## src/rtl/speq_pkg.sv

```systemverilog
// Shared types, constants and helper functions of the stereo peaking equalizer.
// Used by every other file of the block; depends on nothing.
package speq_pkg;

    localparam int IO_W       = 28;
    localparam int CFG_SLOTS  = 6;
    localparam int BAND_W     = 4;
    localparam int DEN_W      = 36;
    localparam int DIV_STEPS  = 64;
    localparam int PADDR_W    = 6;
    localparam int PDATA_W    = 64;

    localparam logic [31:0] PI_Q30     = 32'd3373259426;
    localparam logic [36:0] ONE_Q30    = 37'h0_4000_0000;
    localparam logic [63:0] COEF_LIMIT = 64'h0000_0000_7FFF_FFFF;
    localparam logic [15:0] FC_MIN     = 16'd20;

    localparam logic [2:0] TAP_LAST  = 3'd5;
    localparam logic [2:0] COEF_LAST = 3'd4;

    localparam logic [2:0] REG_GAIN     = 3'd0;
    localparam logic [2:0] REG_FREQ_LO  = 3'd1;
    localparam logic [2:0] REG_FREQ_HI  = 3'd2;
    localparam logic [2:0] REG_BANDS    = 3'd3;
    localparam logic [2:0] REG_RATE     = 3'd4;

    localparam logic [17:0] RATE_RESET = 18'd44100;

    typedef struct packed {
        logic              mode;
        logic signed [27:0] left_sample;
        logic signed [27:0] right_sample;
        logic              clear_history;
        logic              end_of_block;
    } in_item_t;

    typedef struct packed {
        logic signed [27:0] left_out;
        logic signed [27:0] right_out;
        logic              block_end;
    } out_item_t;

    typedef struct packed {
        logic [35:0] gain;
        logic [47:0] freq_lo;
        logic [47:0] freq_hi;
        logic [2:0]  bands_used;
        logic [17:0] fs;
    } cfg_t;

    typedef enum logic [4:0] {
        OP_NONE,
        OP_CLEAR_HIST,
        OP_ACCEPT,
        OP_DER_BAND,
        OP_FDIV_START,
        OP_F_LATCH,
        OP_MUL_T,
        OP_LATCH_T,
        OP_MUL_TF,
        OP_LATCH_K,
        OP_MUL_KK,
        OP_LATCH_K2,
        OP_LATCH_V0,
        OP_CDIV_START,
        OP_C_LATCH,
        OP_MAC,
        OP_ROUND,
        OP_CH_END,
        OP_LOAD_OUT
    } op_t;

    typedef enum logic [4:0] {
        ST_IDLE,
        ST_DER_BAND,
        ST_DER_FDIV,
        ST_DER_FWAIT,
        ST_DER_MT,
        ST_DER_LT,
        ST_DER_MTF,
        ST_DER_LK,
        ST_DER_MKK,
        ST_DER_LK2,
        ST_DER_LV0,
        ST_DER_CDIV,
        ST_DER_CWAIT,
        ST_RUN_BAND,
        ST_RUN_MAC,
        ST_RUN_RND,
        ST_CH_END,
        ST_OUT
    } state_t;

    typedef struct packed {
        op_t              op;
        logic [BAND_W-1:0] band;
        logic [2:0]       tap;
        logic             ch;
    } cmd_t;

    typedef struct packed {
        logic band_ok;
        logic band_on;
        logic div_done;
        logic stereo;
        logic out_full;
    } sts_t;

    function automatic logic signed [63:0] add_sat(input logic signed [63:0] a,
                                                   input logic signed [63:0] b);
        logic [64:0] sum;
        sum = {a[63], a} + {b[63], b};
        if (sum[64] != sum[63]) begin
            add_sat = sum[64] ? {1'b1, 63'd0} : {1'b0, {63{1'b1}}};
        end else begin
            add_sat = sum[63:0];
        end
    endfunction

endpackage

```

## src/rtl/speq_ctrl.sv

```systemverilog
// Controller state machine: sequences coefficient derivation and the per-band filter steps.
// Depends on speq_pkg; issues commands to speq_dp and reads its status.
module speq_ctrl #(
    parameter int BANDS = 6
) (
    input  logic            aclk,
    input  logic            aresetn,
    input  logic            s_valid,
    input  logic            cfg_wr,
    input  speq_pkg::sts_t  sts,
    output logic            s_ready,
    output speq_pkg::cmd_t  cmd
);

    localparam int BIDX_W = (BANDS > 1) ? $clog2(BANDS) : 1;
    localparam logic [BIDX_W-1:0] LAST_BAND = BIDX_W'(BANDS - 1);

    speq_pkg::state_t  state_reg, state_next;
    logic [BIDX_W-1:0] band_reg, band_next;
    logic [2:0]        tap_reg, tap_next;
    logic              ch_reg, ch_next;

    always_ff @(posedge aclk) begin
        if (!aresetn) begin
            state_reg <= speq_pkg::ST_IDLE;
            band_reg  <= '0;
            tap_reg   <= '0;
            ch_reg    <= 1'b0;
        end else begin
            state_reg <= state_next;
            band_reg  <= band_next;
            tap_reg   <= tap_next;
            ch_reg    <= ch_next;
        end
    end

    always_comb begin
        state_next = state_reg;
        band_next  = band_reg;
        tap_next   = tap_reg;
        ch_next    = ch_reg;
        cmd.op     = speq_pkg::OP_NONE;
        cmd.band   = speq_pkg::BAND_W'(band_reg);
        cmd.tap    = tap_reg;
        cmd.ch     = ch_reg;
        s_ready    = (state_reg == speq_pkg::ST_IDLE) && !cfg_wr;

        case (state_reg)
            speq_pkg::ST_IDLE: begin
                if (s_valid && s_ready) begin
                    cmd.op     = speq_pkg::OP_ACCEPT;
                    band_next  = '0;
                    ch_next    = 1'b0;
                    state_next = speq_pkg::ST_RUN_BAND;
                end
            end
            speq_pkg::ST_DER_BAND: begin
                cmd.op = speq_pkg::OP_DER_BAND;
                if (sts.band_ok) begin
                    state_next = speq_pkg::ST_DER_FDIV;
                end else if (band_reg == LAST_BAND) begin
                    state_next = speq_pkg::ST_IDLE;
                end else begin
                    band_next = band_reg + 1'b1;
                end
            end
            speq_pkg::ST_DER_FDIV: begin
                cmd.op     = speq_pkg::OP_FDIV_START;
                state_next = speq_pkg::ST_DER_FWAIT;
            end
            speq_pkg::ST_DER_FWAIT: begin
                if (sts.div_done) begin
                    cmd.op     = speq_pkg::OP_F_LATCH;
                    state_next = speq_pkg::ST_DER_MT;
                end
            end
            speq_pkg::ST_DER_MT: begin
                cmd.op     = speq_pkg::OP_MUL_T;
                state_next = speq_pkg::ST_DER_LT;
            end
            speq_pkg::ST_DER_LT: begin
                cmd.op     = speq_pkg::OP_LATCH_T;
                state_next = speq_pkg::ST_DER_MTF;
            end
            speq_pkg::ST_DER_MTF: begin
                cmd.op     = speq_pkg::OP_MUL_TF;
                state_next = speq_pkg::ST_DER_LK;
            end
            speq_pkg::ST_DER_LK: begin
                cmd.op     = speq_pkg::OP_LATCH_K;
                state_next = speq_pkg::ST_DER_MKK;
            end
            speq_pkg::ST_DER_MKK: begin
                cmd.op     = speq_pkg::OP_MUL_KK;
                state_next = speq_pkg::ST_DER_LK2;
            end
            speq_pkg::ST_DER_LK2: begin
                cmd.op     = speq_pkg::OP_LATCH_K2;
                state_next = speq_pkg::ST_DER_LV0;
            end
            speq_pkg::ST_DER_LV0: begin
                cmd.op     = speq_pkg::OP_LATCH_V0;
                tap_next   = '0;
                state_next = speq_pkg::ST_DER_CDIV;
            end
            speq_pkg::ST_DER_CDIV: begin
                cmd.op     = speq_pkg::OP_CDIV_START;
                state_next = speq_pkg::ST_DER_CWAIT;
            end
            speq_pkg::ST_DER_CWAIT: begin
                if (sts.div_done) begin
                    cmd.op = speq_pkg::OP_C_LATCH;
                    if (tap_reg == speq_pkg::COEF_LAST) begin
                        tap_next = '0;
                        if (band_reg == LAST_BAND) begin
                            state_next = speq_pkg::ST_IDLE;
                        end else begin
                            band_next  = band_reg + 1'b1;
                            state_next = speq_pkg::ST_DER_BAND;
                        end
                    end else begin
                        tap_next   = tap_reg + 3'd1;
                        state_next = speq_pkg::ST_DER_CDIV;
                    end
                end
            end
            speq_pkg::ST_RUN_BAND: begin
                if (sts.band_on) begin
                    tap_next   = '0;
                    state_next = speq_pkg::ST_RUN_MAC;
                end else if (band_reg == LAST_BAND) begin
                    state_next = speq_pkg::ST_CH_END;
                end else begin
                    band_next = band_reg + 1'b1;
                end
            end
            speq_pkg::ST_RUN_MAC: begin
                cmd.op = speq_pkg::OP_MAC;
                if (tap_reg == speq_pkg::TAP_LAST) begin
                    state_next = speq_pkg::ST_RUN_RND;
                end else begin
                    tap_next = tap_reg + 3'd1;
                end
            end
            speq_pkg::ST_RUN_RND: begin
                cmd.op = speq_pkg::OP_ROUND;
                if (band_reg == LAST_BAND) begin
                    state_next = speq_pkg::ST_CH_END;
                end else begin
                    band_next  = band_reg + 1'b1;
                    state_next = speq_pkg::ST_RUN_BAND;
                end
            end
            speq_pkg::ST_CH_END: begin
                cmd.op = speq_pkg::OP_CH_END;
                if (!ch_reg && sts.stereo) begin
                    ch_next    = 1'b1;
                    band_next  = '0;
                    state_next = speq_pkg::ST_RUN_BAND;
                end else begin
                    state_next = speq_pkg::ST_OUT;
                end
            end
            speq_pkg::ST_OUT: begin
                if (!sts.out_full) begin
                    cmd.op     = speq_pkg::OP_LOAD_OUT;
                    state_next = speq_pkg::ST_IDLE;
                end
            end
            default: begin
                state_next = speq_pkg::ST_IDLE;
            end
        endcase

        if (cfg_wr) begin
            cmd.op     = speq_pkg::OP_CLEAR_HIST;
            band_next  = '0;
            tap_next   = '0;
            state_next = speq_pkg::ST_DER_BAND;
        end
    end

endmodule

```

## config.mk

```make
export PLATFORM = sky130hd
export DESIGN_NAME = speq_ctrl
export DESIGN_NICKNAME = d
export VERILOG_FILES = /design/src/rtl/speq_pkg.sv /design/src/rtl/speq_ctrl.sv
export SDC_FILE = /design/constraint.sdc
export NUM_CORES = 1
export LEC_CHECK = 0
export BUFFER_PORTS_ARGS = -buffer_cell sky130_fd_sc_hd__buf_2
export CAP_MARGIN = 20
export CORE_MARGIN = 8
export CORE_UTILIZATION = 50
export DETAILED_ROUTE_END_ITERATION = 12
export PLACE_DENSITY = 0.73
export SYNTH_ARGS = -nofsm -noshare
export SYNTH_HDL_FRONTEND = slang
export SYNTH_SLANG_ARGS = --single-unit
```

## constraint.sdc

```tcl
create_clock -name aclk -period 1.7 [get_ports aclk]
set_input_delay 0.17 -clock aclk [delete_from_list [all_inputs] [get_ports aclk]]
set_output_delay 0.17 -clock aclk [all_outputs]
set_load 0.01 [all_outputs]
```

==> impl_metrics.yaml <==
placed_design:
  io_buffer_count: 21
  gp_congestion: 0.977
  post-dp-hpwl_um: 3610
  dpl.cell_count: 272
timing:
  worst_slack_ps: -494
  finClkSkew_ps: 1.45
  rsz0062_at_grt: "yes"
  whs_ps: 190
  fmax_mhz: 456
  relSlewSlack: 0.574
  setup_viol: 18
  min_period_ps: 2190
  period_share: 1.29
  tightest_slew_ps: 640
  slew_violations: 0
  report.final.hold_viol_count: 0
hold_path:
  min-delay-start: "aresetn"
  min_delay_worst_endpoint: "ch_reg"
  hp-class: "primary input to flip-flop"
  whs_path_depth: 2
route:
  final_antenna_net_count: 0
  route.detailed.drc: 0
  vias: 2299
  routed_wl_um: 8580
  drt-initial-drc-count: 517
  viasPerCell: 7.66
  dr.pass1.iters: 9
  wl_per_cell_um: 28.6
grt:
  grt_usage: 0.273
  grt.overflow.total: 0
  antenna_found_initial: 0
  grt_max_degree: 13
  grt_pass1_vias: 1932
  grt_pass1_wl_um: 9690
status:
  violations: "setup timing"
  status: "finished with violations"
synth:
  yosysTopAreaCellShare: 0.180
  syn_avg_cell_area_um2: 7.26
  synthFlopType: "dfxtp_1"
  ys_types: 61
  ys_ff_latch: 12
  syn-num-nets: 198
  yosysWarnings: 0
  seq_area_frac_synth: 0.180
  synth_enable_flop_cells: 0
  synth.area.top_cells: "dfxtp_1, ha_1, nor2_1"
  yosys.area.top_type: "dfxtp_1"
  syn-instance-count: 184
  async_flop_share: 0
  syn_area_um2: 1340
setup_path:
  cp.arrival_ps: 2020
  cp_data_required_time_ps: 1530
  crit_path_start_kind: "flip-flop"
  r2r_cells: 7
  rrSetupSlack_ps: -400
  worstSetupPathType: "flip-flop to output pin"
  r2r-start: "band_reg[1]"
  cp-end-kind: "output pin"
  critPathMaxFanout: 5
  regToRegEndpoint: "state_reg[0]"
power:
  p_per_area_nw_per_um2: 620
  cellLeakagePower_nw: 0.991
  ir_worst_vdd_uv: 573
finish:
  largest_register_ffs: 5
  seq_area_um2: 260
  n_antenna_cell: 0
  drive_gt1_frac: 0.570
  final_common_cell: "buf_4"
  fill_cells: 77
  fin_cells: 300
  syn2layout_area_growth_pct: 77.0
  nNetsFinal: 285
  multi_input_area_um2: 1230
  final_cell_mix: "buf_4, buf_2, buf_6"
floorplan:
  fp.dieW_um: 67.7
  rows: 18
  ios: 23
  start_util: 0.535
  fp.dieArea_um2: 4580
  core-area_um2: 2500
  die_h_um: 67.7
cts:
  cts.clk_slew.worst_paths_ps: 90
  cts_max_path_buffers: 2
  cts.sinks: 12
  cts-root-buf: "clkbuf_4"
  ctsHtreeMaxLevel: 1
  numCtsBuffers: 3
  clock_latency_ps: 290
  tritoncts: "done"
  hold_buffers: 0
flow_run:
  drv_cap: 0
-- how the worst max path moves through the flow --
stage	slack, ps	endpoint	cells after the start	startpoint
2_1_floorplan	-70	cmd[11]	6	state_reg[0]
3_3_place_gp	-190	state_reg[1]	5	state_reg[0]
3_5_place_dp	-190	cmd[11]	5	state_reg[1]
4_1_cts	-320	cmd[11]	5	state_reg[1]
5_1_grt	-530	cmd[10]	6	state_reg[1]
6_report	-490	cmd[10]	6	state_reg[1]
-- layer usage --
metal  part of all wire  GRT usage  vias to the layer above  wire, um
li1                   -          -                      867         -
met1               0.33      0.321                     1004      2800
met2               0.43      0.438                      304      3660
met3               0.15     0.0596                      124      1300
met4              0.096      0.175                        0       820
met5                  0          0                        -         0
-- kinds of logic after synthesis --
kind of cell,after synthesis,synth area share
muxes,2,0.0150
xor gates and xnor gates,2,0.0131
AOI/OAI and AO/OA,65,0.344
buffers and inverters,23,0.0805
other,1,0.00281
adders and majority gates,5,0.0468
DFF,12,0.180
and+or+nand+nor,74,0.318
-- stage by stage --
| stage | cell area, um2 | worst slack (ps) | setup TNS, ps | util | power (mW) |
|---|---|---|---|---|---|
| global placement | 1820 | -187 | -1360 | 0.728 | 0.885 |
| global route | 2360 | -530 | -5460 | 0.946 | 1.50 |
| floorplan | 1350 | -73.8 | -148 | - | 0.649 |
| CTS | 2100 | -319 | -2450 | 0.842 | 1.24 |
| finish | 2360 | -494 | -4970 | 0.946 | 1.47 |
| detailed placement | 1820 | -185 | -1710 | 0.728 | 0.901 |
-- power by group --
group	internal [mW]	leakage (nW)	total, mW	switching (mW)
clock network	0.130	0.0210	0.253	0.123
logic	0.400	0.869	0.874	0.474
registers	0.307	0.101	0.340	0.0329
-- synth_stat cells, types with 4 or more instances --
cell type / number
nor2_1: 15
nand2_1: 13
dfxtp_1: 12
nor3_1: 11
a21oi_1: 10
buf_2: 10
o21ai_0: 10
inv_1: 7
a31oi_1: 5
ha_1: 5
nand2b_1: 5
nor2b_1: 5
a211oi_1: 4
o211ai_1: 4
-- final cells by class --
| type | count | area share |
|---|---|---|
| timing repair buffer | 98 | 0.325 |
| inverter | 7 | 0.0111 |
| clock buffer | 4 | 0.0153 |
| multi-input combinational | 149 | 0.522 |
| sequential | 12 | 0.110 |
| tap | 30 | 0.0159 |
-- critical path, cell delays in order, from the launching register on --
cell and delay [ps]:
dfxtp_4 390, buf_12 120, buf_4 120, o21ai_0 120, a221o_1 440, nor4_1 330, buf_2 220
-- what timing repair did --
item | 4_1_cts | 5_1_grt
setup buffers | 16 | 8
setup endpoints to repair | 17 | 18
gates resized for setup | 36 | 46
pin swaps | 18 | 14
No activity file was read; power rests on OpenSTA's default activity.
